## config.mk

```make
export PLATFORM = sky130hd
export DESIGN_NAME = lcd_window_pixel_writer_flat
export DESIGN_NICKNAME = d
export VERILOG_FILES = /design/src/design/lcdw_pkg.sv /design/src/design/lcdw_if.sv /design/src/design/lcdw_word_gen.sv /design/src/design/lcd_window_pixel_writer.sv /design/src/flat_wrapper.sv
export SDC_FILE = /design/constraint.sdc
export NUM_CORES = 1
export LEC_CHECK = 0
export ABC_AREA = 1
export BUFFER_PORTS_ARGS = -buffer_cell sky130_fd_sc_hd__buf_2
export CAP_MARGIN = 10
export CORE_ASPECT_RATIO = 0.75
export CORE_MARGIN = 3
export CORE_UTILIZATION = 25
export CTS_CLUSTER_DIAMETER = 30
export DETAILED_ROUTE_END_ITERATION = 16
export HOLD_SLACK_MARGIN = 0.05
export MAX_ROUTING_LAYER = met4
export PLACE_DENSITY = 0.56
export SLEW_MARGIN = 0
export SYNTH_ARGS = -nofsm -noshare
export SYNTH_HDL_FRONTEND = slang
export SYNTH_SLANG_ARGS = --single-unit
export TNS_END_PERCENT = 20
```

## constraint.sdc

```tcl
create_clock -name i_clk -period 3.55 [get_ports i_clk]
set_input_delay 0.8875 -clock i_clk [delete_from_list [all_inputs] [get_ports i_clk]]
set_output_delay 0.8875 -clock i_clk [all_outputs]
set_load 0.01 [all_outputs]
```

## src/design/lcdw_pkg.sv

```systemverilog
// Shared types and constants for the LCD window and pixel word writer.
// Used by the channel interfaces, the word generator and the top level.
`default_nettype none

package lcdw_pkg;

    localparam int unsigned WORD_W = 16;
    localparam int unsigned COORD_W = 10;
    localparam int unsigned COLOR_W = 24;
    localparam int unsigned FMT_W = 2;
    localparam int unsigned IDX_W = 4;

    localparam logic [WORD_W-1:0] DEF_COLUMN_CMD = 16'd42;
    localparam logic [WORD_W-1:0] DEF_PAGE_CMD = 16'd43;
    localparam logic [WORD_W-1:0] DEF_MEMWRITE_CMD = 16'd44;

    localparam logic KIND_WINDOW = 1'b0;
    localparam logic KIND_PIXEL = 1'b1;

    localparam logic [FMT_W-1:0] FMT_16BIT = 2'd0;
    localparam logic [FMT_W-1:0] FMT_18BIT = 2'd1;
    localparam logic [FMT_W-1:0] FMT_24BIT = 2'd2;
    localparam logic [FMT_W-1:0] FMT_UNUSED = 2'd3;

    localparam logic [IDX_W-1:0] IDX_COL_CMD = 4'd0;
    localparam logic [IDX_W-1:0] IDX_XS_HI = 4'd1;
    localparam logic [IDX_W-1:0] IDX_XS_LO = 4'd2;
    localparam logic [IDX_W-1:0] IDX_XE_HI = 4'd3;
    localparam logic [IDX_W-1:0] IDX_XE_LO = 4'd4;
    localparam logic [IDX_W-1:0] IDX_PAGE_CMD = 4'd5;
    localparam logic [IDX_W-1:0] IDX_YS_HI = 4'd6;
    localparam logic [IDX_W-1:0] IDX_YS_LO = 4'd7;
    localparam logic [IDX_W-1:0] IDX_YE_HI = 4'd8;
    localparam logic [IDX_W-1:0] IDX_YE_LO = 4'd9;
    localparam logic [IDX_W-1:0] IDX_MEMWR_CMD = 4'd10;

    typedef struct packed {
        logic               kind;
        logic [COORD_W-1:0] x_start;
        logic [COORD_W-1:0] y_start;
        logic [COORD_W-1:0] x_end;
        logic [COORD_W-1:0] y_end;
        logic [COLOR_W-1:0] color;
    } t_item;

    typedef struct packed {
        logic              is_command;
        logic [WORD_W-1:0] bus_word;
        logic              last;
    } t_word;

endpackage

`default_nettype wire

```

## src/design/lcdw_if.sv

```systemverilog
// Valid/ready channel interfaces for requests, bus words and configuration.
// Depends on lcdw_pkg for field widths.
`default_nettype none

interface lcdw_req_if
    import lcdw_pkg::*;
();
    logic               valid;
    logic               ready;
    logic               kind;
    logic [COORD_W-1:0] x_start;
    logic [COORD_W-1:0] y_start;
    logic [COORD_W-1:0] x_end;
    logic [COORD_W-1:0] y_end;
    logic [COLOR_W-1:0] color;

    modport source (output valid, kind, x_start, y_start, x_end, y_end, color, input ready);
    modport sink (input valid, kind, x_start, y_start, x_end, y_end, color, output ready);
endinterface

interface lcdw_word_if
    import lcdw_pkg::*;
();
    logic              valid;
    logic              ready;
    logic              is_command;
    logic [WORD_W-1:0] bus_word;
    logic              last;

    modport source (output valid, is_command, bus_word, last, input ready);
    modport sink (input valid, is_command, bus_word, last, output ready);
endinterface

interface lcdw_cfg_if
    import lcdw_pkg::*;
();
    logic             valid;
    logic             ready;
    logic [FMT_W-1:0] pixel_format;

    modport source (output valid, pixel_format, input ready);
    modport sink (input valid, pixel_format, output ready);
endinterface

`default_nettype wire

```

## src/design/lcdw_word_gen.sv

```systemverilog
// Combinational generator of one bus word from a held item and word index.
// Depends on lcdw_pkg for the item and word types.
`default_nettype none

module lcdw_word_gen
    import lcdw_pkg::*;
#(
    parameter logic [WORD_W-1:0] COLUMN_CMD = DEF_COLUMN_CMD,
    parameter logic [WORD_W-1:0] PAGE_CMD = DEF_PAGE_CMD,
    parameter logic [WORD_W-1:0] MEMWRITE_CMD = DEF_MEMWRITE_CMD
) (
    input  wire t_item            i_item,
    input  wire logic [FMT_W-1:0] i_fmt,
    input  wire logic [IDX_W-1:0] i_idx,
    output t_word                 o_word
);

    logic [7:0] red;
    logic [7:0] green;
    logic [7:0] blue;

    assign red = i_item.color[23:16];
    assign green = i_item.color[15:8];
    assign blue = i_item.color[7:0];

    always_comb begin
        o_word = '0;
        if (i_item.kind == KIND_WINDOW) begin
            case (i_idx)
                IDX_COL_CMD: begin
                    o_word.is_command = 1'b1;
                    o_word.bus_word = COLUMN_CMD;
                end
                IDX_XS_HI: o_word.bus_word = {14'd0, i_item.x_start[9:8]};
                IDX_XS_LO: o_word.bus_word = {8'd0, i_item.x_start[7:0]};
                IDX_XE_HI: o_word.bus_word = {14'd0, i_item.x_end[9:8]};
                IDX_XE_LO: o_word.bus_word = {8'd0, i_item.x_end[7:0]};
                IDX_PAGE_CMD: begin
                    o_word.is_command = 1'b1;
                    o_word.bus_word = PAGE_CMD;
                end
                IDX_YS_HI: o_word.bus_word = {14'd0, i_item.y_start[9:8]};
                IDX_YS_LO: o_word.bus_word = {8'd0, i_item.y_start[7:0]};
                IDX_YE_HI: o_word.bus_word = {14'd0, i_item.y_end[9:8]};
                IDX_YE_LO: o_word.bus_word = {8'd0, i_item.y_end[7:0]};
                IDX_MEMWR_CMD: begin
                    o_word.is_command = 1'b1;
                    o_word.bus_word = MEMWRITE_CMD;
                    o_word.last = 1'b1;
                end
                default: o_word = '0;
            endcase
        end else begin
            case (i_fmt)
                FMT_16BIT: begin
                    o_word.bus_word = {blue[7:3], green[7:2], red[7:3]};
                    o_word.last = 1'b1;
                end
                FMT_18BIT: begin
                    if (i_idx == IDX_COL_CMD) begin
                        o_word.bus_word = {8'd0, blue & 8'hFC};
                    end else begin
                        o_word.bus_word = {green & 8'hFC, red & 8'hFC};
                        o_word.last = 1'b1;
                    end
                end
                FMT_24BIT: begin
                    if (i_idx == IDX_COL_CMD) begin
                        o_word.bus_word = {8'd0, blue};
                    end else begin
                        o_word.bus_word = {green, red};
                        o_word.last = 1'b1;
                    end
                end
                default: o_word = '0;
            endcase
        end
    end

endmodule

`default_nettype wire

```

## src/design/lcd_window_pixel_writer.sv

```systemverilog
// Each accepted item is held in r_item and its words are registered in r_out;
// one bus word per cycle unless o_word.ready stalls the output. Window items
// take 11 words, pixels 1 word in 16-bit mode and 2 in 18-bit and 24-bit
// modes. The next item is accepted in the cycle that issues the last word of
// the current one. Sync active-low reset clears control and pixel_format.
// Depends on lcdw_pkg, the channel interfaces and lcdw_word_gen.
`default_nettype none

module lcd_window_pixel_writer
    import lcdw_pkg::*;
#(
    parameter logic [WORD_W-1:0] COLUMN_CMD = DEF_COLUMN_CMD,
    parameter logic [WORD_W-1:0] PAGE_CMD = DEF_PAGE_CMD,
    parameter logic [WORD_W-1:0] MEMWRITE_CMD = DEF_MEMWRITE_CMD
) (
    input  wire logic  i_clk,
    input  wire logic  i_rst_n,
    lcdw_cfg_if.sink   i_cfg,
    lcdw_req_if.sink   i_req,
    lcdw_word_if.source o_word
);

    logic [FMT_W-1:0] r_pixel_format;
    logic             r_busy;
    logic [IDX_W-1:0] r_idx;
    t_item            r_item;
    logic             r_out_valid;
    t_word            r_out;

    t_word gen_word;
    logic  fmt_unused;
    logic  slot_free;
    logic  issue;
    logic  req_fire;
    logic  req_has_words;

    assign i_cfg.ready = 1'b1;

    always_ff @(posedge i_clk) begin
        if (!i_rst_n) begin
            r_pixel_format <= FMT_16BIT;
        end else if (i_cfg.valid) begin
            r_pixel_format <= i_cfg.pixel_format;
        end
    end

    // Pixel items under the unused format code emit no word.
    assign fmt_unused = (r_pixel_format == FMT_UNUSED);

    lcdw_word_gen #(
        .COLUMN_CMD   (COLUMN_CMD),
        .PAGE_CMD     (PAGE_CMD),
        .MEMWRITE_CMD (MEMWRITE_CMD)
    ) u_word_gen (
        .i_item (r_item),
        .i_fmt  (r_pixel_format),
        .i_idx  (r_idx),
        .o_word (gen_word)
    );

    assign slot_free = !r_out_valid || o_word.ready;
    assign issue = r_busy && slot_free;
    assign i_req.ready = !r_busy || (issue && gen_word.last);
    assign req_fire = i_req.valid && i_req.ready;
    assign req_has_words = (i_req.kind == KIND_WINDOW) || !fmt_unused;

    always_ff @(posedge i_clk) begin
        if (!i_rst_n) begin
            r_busy <= 1'b0;
            r_idx <= '0;
        end else if (req_fire) begin
            r_busy <= req_has_words;
            r_idx <= '0;
        end else if (issue) begin
            r_busy <= !gen_word.last;
            r_idx <= r_idx + 1'b1;
        end
    end

    always_ff @(posedge i_clk) begin
        if (req_fire) begin
            r_item.kind <= i_req.kind;
            r_item.x_start <= i_req.x_start;
            r_item.y_start <= i_req.y_start;
            r_item.x_end <= i_req.x_end;
            r_item.y_end <= i_req.y_end;
            r_item.color <= i_req.color;
        end
    end

    always_ff @(posedge i_clk) begin
        if (!i_rst_n) begin
            r_out_valid <= 1'b0;
        end else if (slot_free) begin
            r_out_valid <= issue;
        end
    end

    always_ff @(posedge i_clk) begin
        if (issue) begin
            r_out <= gen_word;
        end
    end

    assign o_word.valid = r_out_valid;
    assign o_word.is_command = r_out.is_command;
    assign o_word.bus_word = r_out.bus_word;
    assign o_word.last = r_out.last;

endmodule

`default_nettype wire
```

## src/flat_wrapper.sv

```systemverilog
// flat-port wrapper written by rule: the top's interface ports become plain ports
module lcd_window_pixel_writer_flat import lcdw_pkg::*;
#(
    parameter logic [WORD_W-1:0] COLUMN_CMD = DEF_COLUMN_CMD,
    parameter logic [WORD_W-1:0] PAGE_CMD = DEF_PAGE_CMD,
    parameter logic [WORD_W-1:0] MEMWRITE_CMD = DEF_MEMWRITE_CMD
)
  (i_clk, i_rst_n, i_cfg_valid, i_cfg_pixel_format, i_cfg_ready, i_req_valid, i_req_kind, i_req_x_start, i_req_y_start, i_req_x_end, i_req_y_end, i_req_color, i_req_ready, o_word_valid, o_word_is_command, o_word_bus_word, o_word_last, o_word_ready);
  lcdw_cfg_if i_cfg_i ();
  lcdw_req_if i_req_i ();
  lcdw_word_if o_word_i ();
  input  wire logic i_clk;
  input  wire logic i_rst_n;
  input wire logic [$bits(i_cfg_i.valid)-1:0] i_cfg_valid;
  input wire logic [$bits(i_cfg_i.pixel_format)-1:0] i_cfg_pixel_format;
  output wire logic [$bits(i_cfg_i.ready)-1:0] i_cfg_ready;
  input wire logic [$bits(i_req_i.valid)-1:0] i_req_valid;
  input wire logic [$bits(i_req_i.kind)-1:0] i_req_kind;
  input wire logic [$bits(i_req_i.x_start)-1:0] i_req_x_start;
  input wire logic [$bits(i_req_i.y_start)-1:0] i_req_y_start;
  input wire logic [$bits(i_req_i.x_end)-1:0] i_req_x_end;
  input wire logic [$bits(i_req_i.y_end)-1:0] i_req_y_end;
  input wire logic [$bits(i_req_i.color)-1:0] i_req_color;
  output wire logic [$bits(i_req_i.ready)-1:0] i_req_ready;
  output wire logic [$bits(o_word_i.valid)-1:0] o_word_valid;
  output wire logic [$bits(o_word_i.is_command)-1:0] o_word_is_command;
  output wire logic [$bits(o_word_i.bus_word)-1:0] o_word_bus_word;
  output wire logic [$bits(o_word_i.last)-1:0] o_word_last;
  input wire logic [$bits(o_word_i.ready)-1:0] o_word_ready;
  assign i_cfg_i.valid = i_cfg_valid;
  assign i_cfg_i.pixel_format = i_cfg_pixel_format;
  assign i_cfg_ready = i_cfg_i.ready;
  assign i_req_i.valid = i_req_valid;
  assign i_req_i.kind = i_req_kind;
  assign i_req_i.x_start = i_req_x_start;
  assign i_req_i.y_start = i_req_y_start;
  assign i_req_i.x_end = i_req_x_end;
  assign i_req_i.y_end = i_req_y_end;
  assign i_req_i.color = i_req_color;
  assign i_req_ready = i_req_i.ready;
  assign o_word_valid = o_word_i.valid;
  assign o_word_is_command = o_word_i.is_command;
  assign o_word_bus_word = o_word_i.bus_word;
  assign o_word_last = o_word_i.last;
  assign o_word_i.ready = o_word_ready;
  lcd_window_pixel_writer #(.COLUMN_CMD(COLUMN_CMD), .PAGE_CMD(PAGE_CMD), .MEMWRITE_CMD(MEMWRITE_CMD)) u_core (.i_clk(i_clk), .i_rst_n(i_rst_n), .i_cfg(i_cfg_i), .i_req(i_req_i), .o_word(o_word_i));
endmodule
```

==> summary.md <==
| Metric | Value |
|---|---|
| Number of port buffers | `91` |
| Worst path bufs/invs | `2` |
| Post-CTS setup buffer count | `0` |
| Die ar. | `0.0166 mm²` |
| Post-layout minimum cycle time | `about 2.7 ns` |
| Critical path arrival | `about 1.8 ns` |
| DRT Wirelength | `roughly 9300 µm` |
| Post-synthesis cell type count | `30` |
| CP Depth | `7` |
| CTS tree | `done` |
| Gr usage total | `0.117` |
| Area added between synthesis and finish | `26.5%` |
| RR Endpoint | `u_core.r_item[26]` |
| Status | `completed` |
| Wire per inst | `approximately 15 µm` |
| Synth top area share | `0.663` |
| Rows | `38` |
| Vias in the first global route | `around 2700` |
| #FFs+latches synth | `91` |
| CP Capture Type | `output pin` |
| Mean Syn Cell Area | `between 10 and 15 µm²` |
| Critical path's top delay family | `flip-flops` |
| Fmax | `0.376 GHz` |
| Slowest-stage cell, CP | `edfxtp_1` |
| Worst-Skew Late Latency | `around 0.34 ns` |
| End of the critical path | `i_req_ready` |
| Reg2Reg Setup Slack | `roughly 1.4 ns` |
| First-pass GRT wire length | `approximately 14000 µm` |
| # nets final | `491` |
| Largest stage delay on the critical path | `~0.5 ns` |
| Crit Path Class | `reg2out` |
| Starting DRT DRC Count | `between 200 and 300` |
| Class of the worst hold path | `reg2reg` |
| Clock tree buffer depth | `2` |
| Final Hold Fails | `0` |
| CP Launch Type | `register` |
| Synth Warn # | `0` |
| Total gr overflow | `0` |
| Max-Cap Viols | `0` |
| Register area share after synthesis | `0.706` |
| Unrepaired setup endpoints after global routing | `false` |
| Pins Over Slew Limit | `0` |
| Initial Util | `0.258` |
| Crit path required time | `about 2.7 ns` |
| CTS clk-pin slew, worst paths | `0.06 ns` |
| Final Skew | `between 0.009 and 0.01 ns` |
| Post-CTS Resized | `0` |
| Core area | `0.0146 mm²` |
| Crit-path max FO | `19` |
| Setup TNS | `0 ns` |
| Post-synth top cells | `83 x edfxtp_1, 71 x nand2_1, 32 x inv_1` |
| CP most frequent cell | `nand2_2` |
| Peak VDD IR | `~0.21 mV` |
| Num ports | `93` |
| Vias | `~2600` |
| Area contributors post-synth | `edfxtp_1 66%, nand2_1 7.1%, dfxtp_1 4.3%` |
| Reg-to-reg startpoint | `u_core.r_item[64]` |
| Count leader, synth | `edfxtp_1` |
| Dominant cell type by area after synthesis | `edfxtp_1` |
| Leakage power figure | `about 1.9 nW` |
| Post-Synthesis Cell Area | `roughly 0.0038 mm²` |
| Worst Setup SP | `u_core.r_item[64]` |
| CTS sink cnt | `91` |
| H-tree levels | `3` |
| CP cell instances | `inv_2 > a21oi_1 > nand2_1 > nand2_2 > nand2_2 > nand2_4 > buf_2` |
| First-pass DRT Iterations | `4` |
| Async S/R FF share, synth | `0` |
| HPWL after DPL | `~6900 µm` |
| Antenna violations before repair | `1` |
| CTS Hold Bufs | `0` |
| Overall die height | `around 110 µm` |
| Residual DRC count | `0` |
| Ratio of cells with drive above 1 in the final layout | `0.300` |
| Utilization after layout | `0.326` |
| Via density | `approximately 4.2` |
| Period Utilization, post-route | `0.749` |
| Syn Nets | `392` |
| Final Setup Violations | `0` |
| Worst Reg-to-Reg Cells | `9` |
| Synthesized instance count | `between 300 and 400` |
| EDFF count, synth | `83` |
| Num CTS Buffers | `9` |
| Final GP Congestion | `between 0.8 and 0.9` |
| Die Width | `~150 µm` |
| PwrDens | `slightly above 500 mW/mm²` |
| Root Buffer Master | `clkbuf_16` |
| Pin count of the biggest net entering global routing | `35` |
| Main flop type after synthesis | `edfxtp_1` |
| Final ANT Viol Nets | `0` |
worst min path at each step:
stage,startpoint,endpoint,cells after the start
2_1_floorplan,u_core.r_pixel_format[0],u_core.r_pixel_format[0],2
3_3_place_gp,u_core.o_word.valid,u_core.o_word.valid,2
3_5_place_dp,u_core.o_word.valid,u_core.o_word.valid,2
4_1_cts,u_core.o_word.valid,u_core.o_word.valid,2
5_1_grt,u_core.o_word.valid,u_core.o_word.valid,2
6_report,u_core.o_word.valid,u_core.o_word.valid,2
per-layer routing:
metal,up-vias,track usage,part of all wire
met4,0,0.0354,0.016
met1,1226,0.162,0.49
met2,77,0.160,0.42
met3,11,0.0404,0.068
met5,-,-,0
li1,1291,-,-
final cells by class:
type	instances	area [µm²]
Antenna cell	1	2.50
Clock buffer	10	229
Clock inverter	6	63.8
Fill cell	1526	9840
Inverter	35	134
Multi-Input combinational cell	184	932
Sequential cell	91	2650
Tap cell	200	250
Timing Repair Buffer	94	490
stage by stage:
step	std cells	hold WS (ns)	total power, mW	setup WS [ns]	instance area [µm²]
finish	621	0.498	2.43	0.890	4750
global route	621	0.530	2.53	0.722	4750
CTS	620	0.503	2.46	0.881	4750
detailed placement	604	0.490	1.52	1.04	4460
global placement	604	0.496	1.51	1.06	4460
floorplan	316	0.505	1.41	0.0405	3760
placed cells by master, fill, tap and decap left out, types with 6 or more instances in the layout:
master	netlist	routed
buf_2	2	91
edfxtp_1	83	83
nand2_1	71	71
inv_1	32	31
o21ai_0	23	23
nand3_1	18	18
a21oi_1	16	16
nor2_1	14	14
clkbuf_16	0	9
dfxtp_1	8	8
nand4_1	7	7
nand2_2	6	6
worst register-to-register path: cells and delay by family (launching register included):
family | cells | cell delay (ns)
buffers and inverters | 3 | 0.67
flip-flops | 1 | 0.51
AND/OR/NAND/NOR | 5 | 0.39
AO/OA/AOI/OAI | 1 | 0.23
sequential cells by signal, indices dropped and copies added, names as in the netlist:
| register | flops |
|---|---|
| u_core.r_item | 65 |
| u_core.r_busy | 1 |
| u_core.o_word.bus_word | 16 |
| u_core.o_word.valid | 1 |
| u_core.o_word.last | 1 |
| u_core.r_pixel_format | 2 |
| u_core.r_idx | 4 |
| u_core.o_word.is_command | 1 |
where the power goes:
group | switching [mW] | internal (mW)
sequential | 0.0280 | 1.25
clock | 0.392 | 0.546
combinational | 0.132 | 0.0762
logic make-up after synthesis:
logic type      Yosys count  share of synthesized area
xor+xnor                  3                    0.00699
flops                    91                      0.706
simple gates            129                      0.161
buf+inv                  41                     0.0463
fa+ha+maj                 4                     0.0133
compound gates           47                     0.0659
other cells               1                   0.000998
No activity file was read; power rests on OpenSTA's default activity.
